===== src/design/bde_pkg.sv =====
// Shared types and constants for the battery discharge emulator.
// Used by bde_serial_alu and battery_discharge_emulator; depends on nothing.
`default_nettype none

package bde_pkg;

    // field widths
    localparam int OP_W       = 2;
    localparam int DELTA_W    = 16;
    localparam int RS_W       = 2;
    localparam int VOLT_W     = 16;
    localparam int CURRENT_W  = 21;
    localparam int DRAWN_W    = 42;
    localparam int NOMINAL_W  = 20;
    localparam int RET_W      = 14;
    localparam int CFG_IDX_W  = 3;
    localparam int CFG_DATA_W = 21;

    localparam int OUT_FIELDS_W = RS_W + VOLT_W + CURRENT_W + DRAWN_W;
    localparam int M_TDATA_W    = ((OUT_FIELDS_W + 7) / 8) * 8;

    localparam int CHARGE_BITS_DEF = 42;

    // step counter of the serial unit covers a datapath of up to 127 bits
    localparam int STEP_W = 7;

    // dividend of the current division: |I| * delta + delta / 2 < 2^38
    localparam int CUR_DIV_BITS = CURRENT_W + DELTA_W + 1;

    // available capacity in mA*ms is nominal * retention * 360
    localparam logic [8:0] MAH_SCALE       = 9'd360;
    localparam int         MAH_SCALE_STEPS = 9;

    // defaults and fallbacks
    localparam logic [NOMINAL_W-1:0]        NOMINAL_DEF     = 20'd300000;
    localparam logic [RET_W-1:0]            RET_DEF         = 14'd10000;
    localparam logic [RET_W-1:0]            RET_MAX         = 14'd10000;
    localparam logic [CURRENT_W-1:0]        CURRENT_MAG_DEF = 21'd30000;
    localparam logic signed [CURRENT_W-1:0] CURRENT_DEF     = -21'sd30000;
    localparam logic [VOLT_W-1:0]           START_V_DEF     = 16'd12800;
    localparam logic [VOLT_W-1:0]           END_V_DEF       = 16'd10800;

    // configuration register indexes
    localparam logic [CFG_IDX_W-1:0] CFG_NOMINAL   = 3'd0;
    localparam logic [CFG_IDX_W-1:0] CFG_RETENTION = 3'd1;
    localparam logic [CFG_IDX_W-1:0] CFG_CURRENT   = 3'd2;
    localparam logic [CFG_IDX_W-1:0] CFG_START_V   = 3'd3;
    localparam logic [CFG_IDX_W-1:0] CFG_END_V     = 3'd4;

    typedef enum logic [OP_W-1:0] {
        OP_TICK  = 2'd0,
        OP_START = 2'd1,
        OP_ABORT = 2'd2
    } opcode_t;

    typedef enum logic [RS_W-1:0] {
        RS_IDLE      = 2'd0,
        RS_RUNNING   = 2'd1,
        RS_COMPLETED = 2'd2,
        RS_ABORTED   = 2'd3
    } run_state_t;

    typedef enum logic [3:0] {
        ST_IDLE,
        ST_AV_MUL1,
        ST_AV_MUL2,
        ST_AV_CHK,
        ST_REQ_MUL,
        ST_ADD,
        ST_CUR_DIV,
        ST_V_MUL,
        ST_V_DIV,
        ST_WRITE
    } seq_state_t;

    typedef enum logic {
        ALU_MUL,
        ALU_DIV
    } alu_op_t;

    typedef struct packed {
        logic              start;
        alu_op_t           op;
        logic [STEP_W-1:0] steps;
    } alu_cmd_t;

    typedef struct packed {
        logic busy;
        logic done;
    } alu_stat_t;

endpackage

`default_nettype wire


===== src/design/battery_discharge_emulator.sv =====
// Battery discharge emulator top level: command sequencer, settings, result word.
// Depends on bde_pkg and bde_serial_alu.
//
//  channel | direction | handshake          | payload
//  s_*     | in        | s_tvalid/s_tready  | s_tuser: opcode; s_tdata: delta_ms
//  m_*     | out       | m_tvalid/m_tready  | m_tdata: run_state, voltage, current, charge
//  cfg_*   | in        | cfg_valid/cfg_ready| cfg_index, cfg_data
//
// Start, abort, idle ticks and zero-length ticks go from idle straight to the result write.
// A running tick walks one serial multiply/divide unit through up to four multiplies
// and two divides, and it stops early once the battery is drained.
// Reset is asynchronous; settings return to their defaults and the test to idle.
// The result register frees the sequencer: a new word is taken while the last result
// waits, and the sequencer holds in its final state until the result register is free.
`default_nettype none

module battery_discharge_emulator
    import bde_pkg::*;
#(
    parameter int CHARGE_BITS = CHARGE_BITS_DEF
)
(
    input  wire logic                  clk,
    input  wire logic                  rst_n,

    input  wire logic                  s_tvalid,
    output logic                       s_tready,
    input  wire logic [DELTA_W-1:0]    s_tdata,   // [15:0] delta_ms
    input  wire logic [OP_W-1:0]       s_tuser,   // [1:0] opcode

    output logic                       m_tvalid,
    input  wire logic                  m_tready,
    output logic [M_TDATA_W-1:0]       m_tdata,   // [1:0] run_state, [17:2] voltage_mv,
                                                  // [38:18] current_ma, [80:39] drawn_charge

    input  wire logic                  cfg_valid,
    output logic                       cfg_ready,
    input  wire logic [CFG_IDX_W-1:0]  cfg_index,
    input  wire logic [CFG_DATA_W-1:0] cfg_data
);

    localparam int CB = CHARGE_BITS;
    localparam int DW = CHARGE_BITS + VOLT_W;

    localparam logic [CB-1:0] CHARGE_MAX     = {CB{1'b1}};
    localparam logic [DW-1:0] CHARGE_MAX_EXT = {{(DW-CB){1'b0}}, CHARGE_MAX};

    localparam logic [STEP_W-1:0] AV1_STEPS = STEP_W'(RET_W);
    localparam logic [STEP_W-1:0] AV2_STEPS = STEP_W'(MAH_SCALE_STEPS);
    localparam logic [STEP_W-1:0] REQ_STEPS = STEP_W'(DELTA_W);
    localparam logic [STEP_W-1:0] CUR_STEPS = STEP_W'(CUR_DIV_BITS);
    localparam logic [STEP_W-1:0] VM_STEPS  = STEP_W'(VOLT_W);
    localparam logic [STEP_W-1:0] VD_STEPS  = STEP_W'(DW);

    // sequencer and test state
    seq_state_t                   state_reg, state_next;
    logic                         alu_run_reg, alu_run_next;
    run_state_t                   test_reg, test_next;
    logic [CB-1:0]                charge_reg, charge_next;
    logic [VOLT_W-1:0]            voltage_reg, voltage_next;
    logic [CURRENT_W-1:0]         current_reg, current_next;

    // settings
    logic [NOMINAL_W-1:0]         nom_reg, nom_next;
    logic [RET_W-1:0]             ret_reg, ret_next;
    logic [CURRENT_W-1:0]         icfg_reg, icfg_next;
    logic [VOLT_W-1:0]            sv_reg, sv_next;
    logic [VOLT_W-1:0]            ev_reg, ev_next;

    // working registers
    logic [DELTA_W-1:0]           delta_reg, delta_next;
    logic [DW-1:0]                tmp_reg, tmp_next;
    logic [CB-1:0]                avail_reg, avail_next;
    logic [CB-1:0]                left_reg, left_next;
    logic [CB-1:0]                act_reg, act_next;

    // result register
    logic                         m_tvalid_reg, m_tvalid_next;
    logic [M_TDATA_W-1:0]         m_tdata_reg, m_tdata_next;

    alu_cmd_t                     alu_cmd;
    alu_stat_t                    alu_stat;
    logic [DW-1:0]                alu_a;
    logic [CB-1:0]                alu_b;
    logic [DW-1:0]                alu_result;
    logic                         alu_state;

    logic [NOMINAL_W-1:0]         eff_nom;
    logic [CURRENT_W-1:0]         eff_mag;
    logic [CURRENT_W-1:0]         start_cur;
    logic                         volt_ok;
    logic [VOLT_W-1:0]            eff_sv;
    logic [VOLT_W-1:0]            eff_ev;
    logic [VOLT_W-1:0]            span;
    logic [CUR_DIV_BITS-1:0]      cur_dividend;
    logic [DW-1:0]                charge_ext;

    bde_serial_alu #(
        .DATA_BITS    (DW),
        .DIVISOR_BITS (CB)
    ) u_alu (
        .clk    (clk),
        .rst_n  (rst_n),
        .cmd    (alu_cmd),
        .op_a   (alu_a),
        .op_b   (alu_b),
        .result (alu_result),
        .stat   (alu_stat)
    );

    // effective settings
    assign eff_nom      = (nom_reg == '0) ? NOMINAL_DEF : nom_reg;
    assign eff_mag      = icfg_reg[CURRENT_W-1] ? (~icfg_reg + 1'b1) : CURRENT_MAG_DEF;
    assign start_cur    = icfg_reg[CURRENT_W-1] ? icfg_reg : CURRENT_DEF;
    assign volt_ok      = (sv_reg > ev_reg);
    assign eff_sv       = volt_ok ? sv_reg : START_V_DEF;
    assign eff_ev       = volt_ok ? ev_reg : END_V_DEF;
    assign span         = eff_sv - eff_ev;
    // act never exceeds |I| * delta, so it fits the dividend width
    assign cur_dividend = CUR_DIV_BITS'(act_reg) + CUR_DIV_BITS'(delta_reg[DELTA_W-1:1]);
    assign charge_ext   = DW'(charge_reg);

    always_comb
    begin
        state_next    = state_reg;
        alu_run_next  = alu_run_reg;
        test_next     = test_reg;
        charge_next   = charge_reg;
        voltage_next  = voltage_reg;
        current_next  = current_reg;
        nom_next      = nom_reg;
        ret_next      = ret_reg;
        icfg_next     = icfg_reg;
        sv_next       = sv_reg;
        ev_next       = ev_reg;
        delta_next    = delta_reg;
        tmp_next      = tmp_reg;
        avail_next    = avail_reg;
        left_next     = left_reg;
        act_next      = act_reg;
        m_tdata_next  = m_tdata_reg;
        m_tvalid_next = m_tvalid_reg && !m_tready;

        alu_cmd   = '0;
        alu_a     = '0;
        alu_b     = '0;
        alu_state = 1'b0;
        s_tready  = 1'b0;
        cfg_ready = 1'b1;

        unique case (state_reg)
            ST_IDLE:
            begin
                s_tready = 1'b1;
                if (s_tvalid)
                begin
                    delta_next = s_tdata;
                    state_next = ST_WRITE;
                    case (opcode_t'(s_tuser))
                        OP_TICK:
                        begin
                            if (test_reg == RS_RUNNING && s_tdata != '0)
                                state_next = ST_AV_MUL1;
                        end
                        OP_START:
                        begin
                            charge_next  = '0;
                            voltage_next = eff_sv;
                            current_next = start_cur;
                            test_next    = RS_RUNNING;
                        end
                        OP_ABORT:
                        begin
                            if (test_reg == RS_RUNNING)
                            begin
                                test_next    = RS_ABORTED;
                                current_next = '0;
                            end
                        end
                        default:
                        begin
                        end
                    endcase
                end
            end

            ST_AV_MUL1:
            begin
                alu_state     = 1'b1;
                alu_cmd.op    = ALU_MUL;
                alu_cmd.steps = AV1_STEPS;
                alu_a         = DW'(eff_nom);
                alu_b         = CB'(ret_reg);
                if (alu_stat.done)
                begin
                    tmp_next   = alu_result;
                    state_next = ST_AV_MUL2;
                end
            end

            ST_AV_MUL2:
            begin
                alu_state     = 1'b1;
                alu_cmd.op    = ALU_MUL;
                alu_cmd.steps = AV2_STEPS;
                alu_a         = tmp_reg;
                alu_b         = CB'(MAH_SCALE);
                if (alu_stat.done)
                begin
                    // saturate to the charge width
                    avail_next = (alu_result > CHARGE_MAX_EXT) ? CHARGE_MAX
                                                               : alu_result[CB-1:0];
                    state_next = ST_AV_CHK;
                end
            end

            ST_AV_CHK:
            begin
                if (avail_reg == '0)
                begin
                    voltage_next = eff_ev;
                    current_next = '0;
                    test_next    = RS_COMPLETED;
                    state_next   = ST_WRITE;
                end
                else
                begin
                    left_next  = (charge_reg < avail_reg) ? (avail_reg - charge_reg) : '0;
                    state_next = ST_REQ_MUL;
                end
            end

            ST_REQ_MUL:
            begin
                alu_state     = 1'b1;
                alu_cmd.op    = ALU_MUL;
                alu_cmd.steps = REQ_STEPS;
                alu_a         = DW'(eff_mag);
                alu_b         = CB'(delta_reg);
                if (alu_stat.done)
                begin
                    act_next   = (alu_result < {{(DW-CB){1'b0}}, left_reg})
                                 ? alu_result[CB-1:0] : left_reg;
                    state_next = ST_ADD;
                end
            end

            ST_ADD:
            begin
                charge_next = charge_reg + act_reg;
                state_next  = ST_CUR_DIV;
            end

            ST_CUR_DIV:
            begin
                alu_state     = 1'b1;
                alu_cmd.op    = ALU_DIV;
                alu_cmd.steps = CUR_STEPS;
                alu_a         = {cur_dividend, {(DW-CUR_DIV_BITS){1'b0}}};
                alu_b         = CB'(delta_reg);
                if (alu_stat.done)
                begin
                    current_next = CURRENT_W'(0) - alu_result[CURRENT_W-1:0];
                    if (charge_reg >= avail_reg)
                    begin
                        voltage_next = eff_ev;
                        test_next    = RS_COMPLETED;
                        state_next   = ST_WRITE;
                    end
                    else
                        state_next = ST_V_MUL;
                end
            end

            ST_V_MUL:
            begin
                alu_state     = 1'b1;
                alu_cmd.op    = ALU_MUL;
                alu_cmd.steps = VM_STEPS;
                alu_a         = charge_ext;
                alu_b         = CB'(span);
                if (alu_stat.done)
                begin
                    // round to nearest, halves up
                    tmp_next   = alu_result + DW'(avail_reg[CB-1:1]);
                    state_next = ST_V_DIV;
                end
            end

            ST_V_DIV:
            begin
                alu_state     = 1'b1;
                alu_cmd.op    = ALU_DIV;
                alu_cmd.steps = VD_STEPS;
                alu_a         = tmp_reg;
                alu_b         = avail_reg;
                if (alu_stat.done)
                begin
                    voltage_next = eff_sv - alu_result[VOLT_W-1:0];
                    state_next   = ST_WRITE;
                end
            end

            ST_WRITE:
            begin
                // hold until the result register is free
                if (!m_tvalid_reg || m_tready)
                begin
                    m_tdata_next  = M_TDATA_W'({charge_ext[DRAWN_W-1:0], current_reg,
                                                voltage_reg, test_reg});
                    m_tvalid_next = 1'b1;
                    state_next    = ST_IDLE;
                end
            end

            default:
            begin
                state_next = ST_IDLE;
            end
        endcase

        // launch the serial unit once per arithmetic state, advance on done
        if (alu_state)
        begin
            if (!alu_run_reg)
            begin
                alu_cmd.start = 1'b1;
                alu_run_next  = 1'b1;
            end
            else if (alu_stat.done)
                alu_run_next = 1'b0;
        end

        if (cfg_valid)
        begin
            unique case (cfg_index)
                CFG_NOMINAL:   nom_next = cfg_data[NOMINAL_W-1:0];
                CFG_RETENTION:
                begin
                    if (test_reg != RS_RUNNING && cfg_data[RET_W-1:0] <= RET_MAX)
                        ret_next = cfg_data[RET_W-1:0];
                end
                CFG_CURRENT:   icfg_next = cfg_data;
                CFG_START_V:   sv_next   = cfg_data[VOLT_W-1:0];
                CFG_END_V:     ev_next   = cfg_data[VOLT_W-1:0];
                default:
                begin
                end
            endcase
        end
    end

    always_ff @(posedge clk or negedge rst_n)
    begin
        if (!rst_n)
        begin
            state_reg    <= ST_IDLE;
            alu_run_reg  <= 1'b0;
            test_reg     <= RS_IDLE;
            charge_reg   <= '0;
            voltage_reg  <= '0;
            current_reg  <= '0;
            nom_reg      <= NOMINAL_DEF;
            ret_reg      <= RET_DEF;
            icfg_reg     <= CURRENT_DEF;
            sv_reg       <= START_V_DEF;
            ev_reg       <= END_V_DEF;
            m_tvalid_reg <= 1'b0;
        end
        else
        begin
            state_reg    <= state_next;
            alu_run_reg  <= alu_run_next;
            test_reg     <= test_next;
            charge_reg   <= charge_next;
            voltage_reg  <= voltage_next;
            current_reg  <= current_next;
            nom_reg      <= nom_next;
            ret_reg      <= ret_next;
            icfg_reg     <= icfg_next;
            sv_reg       <= sv_next;
            ev_reg       <= ev_next;
            m_tvalid_reg <= m_tvalid_next;
        end
    end

    always_ff @(posedge clk)
    begin
        delta_reg   <= delta_next;
        tmp_reg     <= tmp_next;
        avail_reg   <= avail_next;
        left_reg    <= left_next;
        act_reg     <= act_next;
        m_tdata_reg <= m_tdata_next;
    end

    assign m_tvalid = m_tvalid_reg;
    assign m_tdata  = m_tdata_reg;

    // an accepted word always leaves the idle state
    a_accept_leaves_idle: assert property (@(posedge clk) disable iff (!rst_n)
        (s_tvalid && s_tready) |=> (state_reg != ST_IDLE))
        else $error("sequencer stayed idle after taking a word");

    // the serial unit reports done only for a launched operation
    a_done_when_run: assert property (@(posedge clk) disable iff (!rst_n)
        alu_stat.done |-> alu_run_reg)
        else $error("serial unit done without a launched operation");

    // the voltage path is entered only with charge still below capacity
    a_vmul_partial: assert property (@(posedge clk) disable iff (!rst_n)
        (state_reg == ST_V_MUL) |-> (charge_reg < avail_reg))
        else $error("voltage interpolation with battery drained");

    // tick current quotient never exceeds the current field
    a_cur_fits: assert property (@(posedge clk) disable iff (!rst_n)
        (state_reg == ST_CUR_DIV && alu_stat.done) |->
        (alu_result[DW-1:CURRENT_W] == '0))
        else $error("tick current quotient overflow");

endmodule

`default_nettype wire


===== src/design/bde_serial_alu.sv =====
// Bit-serial shift-add multiplier and restoring divider, one bit per cycle.
// Depends on bde_pkg for the command and status structs.
`default_nettype none

module bde_serial_alu
    import bde_pkg::*;
#(
    parameter int DATA_BITS    = CHARGE_BITS_DEF + VOLT_W,
    parameter int DIVISOR_BITS = CHARGE_BITS_DEF
)
(
    input  wire logic                    clk,
    input  wire logic                    rst_n,
    input  wire alu_cmd_t                cmd,
    input  wire logic [DATA_BITS-1:0]    op_a,    // multiplicand or left-aligned dividend
    input  wire logic [DIVISOR_BITS-1:0] op_b,    // multiplier or divisor
    output logic [DATA_BITS-1:0]         result,  // product, or quotient in the low bits
    output alu_stat_t                    stat
);

    logic [DATA_BITS-1:0]    acc_reg, acc_next;
    logic [DATA_BITS-1:0]    a_reg, a_next;
    logic [DIVISOR_BITS-1:0] b_reg, b_next;
    logic [DIVISOR_BITS:0]   rem_reg, rem_next;
    logic [STEP_W-1:0]       cnt_reg, cnt_next;
    alu_op_t                 op_reg, op_next;
    logic                    done_reg, done_next;

    logic [DIVISOR_BITS:0]   rem_sh;
    logic [DIVISOR_BITS+1:0] diff;

    always_comb
    begin
        acc_next  = acc_reg;
        a_next    = a_reg;
        b_next    = b_reg;
        rem_next  = rem_reg;
        cnt_next  = cnt_reg;
        op_next   = op_reg;
        done_next = 1'b0;

        rem_sh = {rem_reg[DIVISOR_BITS-1:0], acc_reg[DATA_BITS-1]};
        diff   = {1'b0, rem_sh} - {2'b00, b_reg};

        if (cmd.start)
        begin
            op_next  = cmd.op;
            cnt_next = cmd.steps;
            a_next   = op_a;
            b_next   = op_b;
            rem_next = '0;
            acc_next = (cmd.op == ALU_DIV) ? op_a : '0;
        end
        else if (cnt_reg != '0)
        begin
            cnt_next  = cnt_reg - 1'b1;
            done_next = (cnt_reg == STEP_W'(1));
            if (op_reg == ALU_MUL)
            begin
                if (b_reg[0])
                    acc_next = acc_reg + a_reg;
                a_next = {a_reg[DATA_BITS-2:0], 1'b0};
                b_next = {1'b0, b_reg[DIVISOR_BITS-1:1]};
            end
            else
            begin
                // restore when the trial subtract borrows
                if (diff[DIVISOR_BITS+1])
                begin
                    rem_next = rem_sh;
                    acc_next = {acc_reg[DATA_BITS-2:0], 1'b0};
                end
                else
                begin
                    rem_next = diff[DIVISOR_BITS:0];
                    acc_next = {acc_reg[DATA_BITS-2:0], 1'b1};
                end
            end
        end
    end

    always_ff @(posedge clk or negedge rst_n)
    begin
        if (!rst_n)
        begin
            cnt_reg  <= '0;
            op_reg   <= ALU_MUL;
            done_reg <= 1'b0;
        end
        else
        begin
            cnt_reg  <= cnt_next;
            op_reg   <= op_next;
            done_reg <= done_next;
        end
    end

    always_ff @(posedge clk)
    begin
        acc_reg <= acc_next;
        a_reg   <= a_next;
        b_reg   <= b_next;
        rem_reg <= rem_next;
    end

    assign result    = acc_reg;
    assign stat.busy = (cnt_reg != '0);
    assign stat.done = done_reg;

endmodule

`default_nettype wire


===== config.mk =====
export PLATFORM = sky130hd
export DESIGN_NAME = battery_discharge_emulator
export DESIGN_NICKNAME = d
export VERILOG_FILES = /design/src/design/bde_pkg.sv /design/src/design/battery_discharge_emulator.sv /design/src/design/bde_serial_alu.sv
export SDC_FILE = /design/constraint.sdc
export NUM_CORES = 2
export LEC_CHECK = 0
export BUFFER_PORTS_ARGS = -buffer_cell sky130_fd_sc_hd__buf_2
export CORE_ASPECT_RATIO = 1.1
export CORE_MARGIN = 2
export CORE_UTILIZATION = 45
export DETAILED_ROUTE_END_ITERATION = 10
export PLACE_DENSITY = 0.67
export SLEW_MARGIN = 10
export SYNTH_ARGS = -nofsm -noshare
export SYNTH_HDL_FRONTEND = slang
export SYNTH_SLANG_ARGS = --single-unit

===== constraint.sdc =====
create_clock -name clk -period 6.55 [get_ports clk]
set_input_delay 0.9825 -clock clk [delete_from_list [all_inputs] [get_ports clk]]
set_output_delay 0.9825 -clock clk [all_outputs]
set_load 0.02 [all_outputs]

# [After elaboration in Yosys (flattened, before gate mapping)]
# Cells that the tools add are included.
[totals] register_bits=664 inputBits=47 output_inout_bits=91 wordCells=191
[classes] n_addsub=11 magnitude_cmp=6 eq_ne=32 mux=73 bitwise_logic=2 n_reduce_logical=42
[ops] cell="2-to-1 mux 58 bit" n=10
[ops] cell="2-to-1 mux 42 bit" n=7
[ops] cell="case mux 58 bit (5 select lines)" n=1
[ops] cell="case mux 42 bit (5 select lines)" n=1
[ops] cell="2-to-1 mux 16 bit" n=8
[ops] cell="case mux 58 bit (2 select lines)" n=1
[ops] cell="2-to-1 mux 21 bit" n=5
[ops] cell="case mux 42 bit (2 select lines)" n=1
[ops] cell="case mux 16 bit (4 select lines)" n=1
[ops] cell="case mux 21 bit (3 select lines)" n=1
[ops] cell="adder 58 x 41 -> 58 bit" n=1
[ops] cell="adder 58 bit" n=1
[ops] cell="> comparator 58 x 42 -> 1 bit, second input constant" n=1
[ops] cell="< comparator 58 x 42 -> 1 bit" n=1
[ops] cell="2-to-1 mux 4 bit" n=12
[ops] cell="subtractor 43 x 42 -> 44 bit" n=1
[ops] cell="adder 42 bit" n=1
[ops] cell="greater-or-equal comparator 42 bit" n=1
[ops] cell="zero test 42 bit" n=1
[ops] cell="< comparator 42 bit" n=1
[ops] cell="case mux 21 bit (2 select lines)" n=1
[ops] cell="subtractor 42 bit" n=1
[ops] cell="2-to-1 mux 20 bit" n=2
[ops] cell="case mux 4 bit (10 select lines)" n=1
[ops] cell="other kinds (48)" n=104

# [Longest topological paths before layout]
[logic_depth] word_depth=6 depth_mapped=24 depth_no_buf=21

# [By module]
# From an unflattened synthesis, not the netlist that was laid out.
[unflattened] hier_cells=4738 hier_area_um2=45227.1
[by_module_without_submodules] mod="battery_discharge_emulator" n_inst=1 cells_each=3039 area_per_inst_um2=30085.1 seq_area_each_um2=12832.3
[by_module_without_submodules] mod="bde_serial_alu" n_inst=1 cells_each=1699 area_per_inst_um2=15142.0 seq_area_each_um2=5810.6

# [Least setup slack after synthesis]
# OpenSTA, ideal clock, no wires.
[synth_timing] path_type="input to register" start="input port m_tready" end="register m_tdata_reg[0], in the netlist m_tdata[0], enable pin" setup_time_ps=620 arrival_ps=6518 setup_slack_ps=-587 cell_stages=2 n_path_buf=0 cell_sequence="nor2b_1 nor3_1"
[synth_via] elab_chain_len=2
[synth_rtl] item="start: declaration" line_no="battery_discharge_emulator.sv:32" text="input wire logic m_tready,"
[synth_rtl] item="logical OR 1 bit" line_no="battery_discharge_emulator.sv:307" text="if (!m_tvalid_reg || m_tready)"
[synth_rtl] item="AND reduction 2 bit (no line)"
[synth_rtl] item="end signal: assignment" line_no="battery_discharge_emulator.sv:394" text="m_tdata_reg <= m_tdata_next;"
[synth_rtl] item="end: declaration" line_no="battery_discharge_emulator.sv:79" text="logic [M_TDATA_W-1:0] m_tdata_reg, m_tdata_next;"
# Every way passes these cells.
# A chain may end at the register's enable or synchronous reset.

# [Worst setup path after layout]
[layout_timing] start="register ev_reg[11]" end="register voltage_reg[14]"
[layout_via] elab_chain_len=5
[layout_rtl] item="start: declaration" line_no="battery_discharge_emulator.sv:68" text="logic [VOLT_W-1:0] ev_reg, ev_next;"
[layout_rtl] item="start signal: assignment" line_no="battery_discharge_emulator.sv:382" text="ev_reg <= ev_next;"
[layout_rtl] item="> comparator 16 bit (*)" line_no="battery_discharge_emulator.sv:115" text="assign volt_ok = (sv_reg > ev_reg);"
[layout_rtl] item="2-to-1 mux 16 bit (on tied branches)" line_no="battery_discharge_emulator.sv:116, battery_discharge_emulator.sv:117"
[layout_rtl] item="subtractor 16 bit (tied with other cells)" line_no="battery_discharge_emulator.sv:299" text="voltage_next = eff_sv - alu_result[VOLT_W-1:0];"
[layout_rtl] item="2-to-1 mux 16 bit (on tied branches)" line_no="battery_discharge_emulator.sv:297, battery_discharge_emulator.sv:155, battery_discharge_emulator.sv:261"
[layout_rtl] item="case mux 16 bit (4 select lines) (*)" line_no="battery_discharge_emulator.sv:151" text="unique case (state_reg)"
[layout_rtl] item="end signal: assignment" line_no="battery_discharge_emulator.sv:376" text="voltage_reg <= voltage_next;"
[layout_rtl] item="end: declaration" line_no="battery_discharge_emulator.sv:60" text="logic [VOLT_W-1:0] voltage_reg, voltage_next;"
# Every way passes the cells marked *; elsewhere a longest branch is shown, timed or not. The select of a mux whose other input is x is not followed.

==> run_results.csv <==
group,metric,value,unit
route,num_vias,39000,
cts,cts_buffers,79,
placed_design,gp_congestion,0.971,
cells_and_area,fin_util,50.4,%
sta,maxSlewHeadroom,18.1,%
yosys,async_flop_share,27.6,%
yosys,ys_seq_elements,664,
route,wirelength,159,mm
route,viasPerCell,6.26,
cts,clk_pin_slew_worst_paths,0.06,ns
worst_setup_path,slowest_delay,0.53,ns
flow_run,cap_violations,0,
cells_and_area,largest_reg_flops,81,
worst_setup_path,crit_top_cell,"a21oi_1",
die,core,99000,um2
yosys,synth.yosys.seq_area_share,41.4,%
status,outcome,"finished, final reports clean",
worst_setup_path,required,7.14,ns
cts,cts_max_level,3,
yosys,yosysTopAreaCell,"edfxtp_1",
die,initial_core_util,45.5,%
route,wl_per_cell,25.6,um
worst_setup_path,path_buf_inv,3,
worst_setup_path,crit_path_max_fanout,19,
global_route,grt_max_degree,111,
placed_design,dp.cells,6078,
cells_and_area,final_cells,6228,
die,row_count,121,
cts,clockBufferDepth,3,
pwr,power_switching_share,46.9,%
sta,setup_viol,0,
cts,cts_tree,"built",
route,drt_iter0_markers,3618,
sta,layout_setup_ws,1.36,ns
yosys,synthDistinctLibCells,95,
pwr,pwr-share-clk,15.9,%
cts,ctsHoldBuffers,0,
sta,rsz0062_at_grt,"false",
yosys,synth.cells.most_frequent,"497 x nand2_1, 439 x edfxtp_1, 406 x o21ai_0, 363 x a21oi_1, 331 x ha_1",
yosys,synthCells,4794,
cells_and_area,synthToLayoutAreaGrowth,10.8,%
pwr,power.density,595,nW/um2
yosys,ys_top_cells_by_area,"edfxtp_1 29%, ha_1 9.2%, dfrtp_1 8.4%, o21ai_0 4.5%, nand2_1 4.1%",
worst_setup_path,cp.arrival,5.78,ns
yosys,syn_area,45000,um2
route,dr.pass1.iters,8,
global_route,overflow,0,
sta,hold_viol,0,
cells_and_area,layout.nets,5254,
worst_setup_path,cp_slowest_cell,"dfstp_2",
placed_design,pre_cts_slack,1.47,ns
placed_design,port_buffers,129,
cts,post_cts_resized,0,
sta,maxSlewViolCount,0,
pwr,p_sw,13900,uW
die,ioPinCount,138,
pwr,power.leakage,0.0200,uW
hold_path,worstHoldPathType,"in -> async",
die,die_y,336,um
worst_setup_path,path_class,"reg -> reg",
cts,cts_sinks,664,
sta,tightest_slew,1.20,ns
worst_setup_path,endpoint_kind,"register",
die,die_x,306,um
cts,clock_latency,0.68,ns
route,drtAntennaViolNets,0,
yosys,syn_area_per_cell,9.39,um2
worst_setup_path,start_kind,"register",
pwr,power_frac_seq,27.6,%
global_route,antenna_found_initial,6,
sta,period_share,79.3,%
sta,clock.fmax,0.193,GHz
yosys,yosysMostFrequentCell,"nand2_1",
worst_setup_path,critPathTopFamily,"compound AO/OA/AOI/OAI gates",
cells_and_area,drive_above_1_share,11.2,%
pwr,ir_worst_vdd,437,uV
sta,clock_skew,0.0437,ns
yosys,synth_warnings,0,
cts,cts_setup_buffers,0,
yosys,synth_ff_type,"edfxtp_1",
global_route,track_usage,30.3,%
global_route,grt_pass1_vias,37400,
global_route,grt_pass1_wl,236,mm
pwr,internal_power,15800,uW
sta,min_period,5.19,ns
placed_design,place_area,47100,um2
yosys,synth_top_area_share,29.3,%
cts,cts-root-buf,"clkbuf_16",
worst_setup_path,crit_chain,"inv_1 > ha_1 > and4_1 > nand3b_1 > or2_2 > and2_0 > buf_4 > nand2_1 > ha_1 > inv_1 > fa_1 > a21o_1 > a21o_1 > a21oi_1 > nor2_1 > a2111oi_0 > a21oi_1 > a311oi_1 > xnor2_1 > a21oi_1 > o21ai_0",
sta,setup-tns-final,0,ns
yosys,synth_edf_count,439,
pwr,combPwrFrac,56.5,%
die,dieArea,103000,um2
cells_and_area,finish.instance_area,49900,um2
placed_design,post-dp-hpwl,120,mm
route,drt_drc_violations_left,0,
[logic make-up (layout without fill, tap and decap cells)]
| kind of cell | Yosys count | after routing | synth area share, % |
|---|---|---|---|
| multiplexers | 130 | 130 | 3.18 |
| AO/OA/AOI/OAI | 1472 | 1472 | 20.9 |
| AND/OR/NAND/NOR | 1440 | 1440 | 15.4 |
| adder cells (fa/ha/maj) | 340 | 340 | 9.58 |
| buffers and inverters | 466 | 599 | 4.06 |
| XOR/XNOR | 280 | 280 | 5.45 |
| other | 2 | 12 | 0.0167 |
| flip-flops | 664 | 664 | 41.4 |
[worst register-to-register path: cells and delay by family, from the launching register on]
family | cells | cell delay, ns
AOI/OAI and AO/OA | 8 | 1.94
and+or+nand+nor | 6 | 1.31
adders and majority gates | 3 | 0.86
DFF | 1 | 0.53
buffers and inverters | 3 | 0.30
xor gates and xnor gates | 1 | 0.16
[power groups by stage]
stage / registers, uW / clock network, uW / logic (uW)
6_report: 8190 / 4710 / 16800
3_3_place_gp: 8210 / 0 / 16200
2_1_floorplan: 7700 / 0 / 12000
5_1_grt: 8290 / 4920 / 18500
3_5_place_dp: 8230 / 0 / 16400
4_1_cts: 8170 / 4740 / 16500
[path summary, 6_finish.rpt]
check	slack, ns	cells past startpoint	to	from
hold reg to reg	0.45	0	m_tdata[26]$_DFFE_PP_	current_reg[8]$_DFFE_PN0P_
hold / removal	0.35	1	current_reg[4]$_DFFE_PN0P_	rst_n
min in group clk	0.45	0	m_tdata[26]$_DFFE_PP_	current_reg[8]$_DFFE_PN0P_
setup reg to reg	1.36	21	voltage_reg[14]$_DFFE_PN0P_	ev_reg[11]$_DFFE_PN1P_
max in group asynchronous	4.96	2	charge_reg[39]$_DFFE_PN0P_	rst_n
setup / recovery	1.36	21	voltage_reg[14]$_DFFE_PN0P_	ev_reg[11]$_DFFE_PN1P_
[placed cells by master (no fill, tap or decap), types with 55 or more instances in the layout]
| cell | n |
|---|---|
| nand2_1 | 496 |
| nor2_1 | 289 |
| nand4_1 | 63 |
| inv_1 | 254 |
| nand3_1 | 118 |
| xor2_1 | 121 |
| edfxtp_1 | 439 |
| mux2_2 | 103 |
| ha_1 | 331 |
| xnor2_1 | 159 |
| nand2b_1 | 63 |
| o21ai_0 | 406 |
| nor3_1 | 91 |
| buf_4 | 68 |
| a21o_1 | 137 |
| a21oi_1 | 361 |
| clkbuf_16 | 82 |
| dfrtp_1 | 150 |
| and3_1 | 55 |
| buf_2 | 128 |
[layout make-up]
| cell class | instances | area [um2] |
|---|---|---|
| flip-flops and latches | 664 | 18600 |
| inverters | 255 | 957 |
| diodes | 4 | 10.0 |
| clock buffers | 100 | 2210 |
| fillers | 9266 | 49100 |
| multi-input cells | 3670 | 24700 |
| well taps | 1291 | 1620 |
| repair buffers | 198 | 1180 |
| clock inverters | 46 | 536 |
[routing by layer]
layer	part of all wire [%]	global-route usage, %	vias up
li1	-	-	18000
met1	38	36.1	18900
met2	48	51.2	1610
met3	6.6	4.82	473
met4	7.3	19.6	4
met5	0.016	0	-
[through the flow]
step	hold WS (ns)	total power, uW
final	0.351	29700
after global routing	0.374	31700
after CTS	0.360	29400
after detailed placement	0.429	24600
after global placement	0.436	24400
after floorplan	0.419	19700
Power figures use the tool's default switching activity.
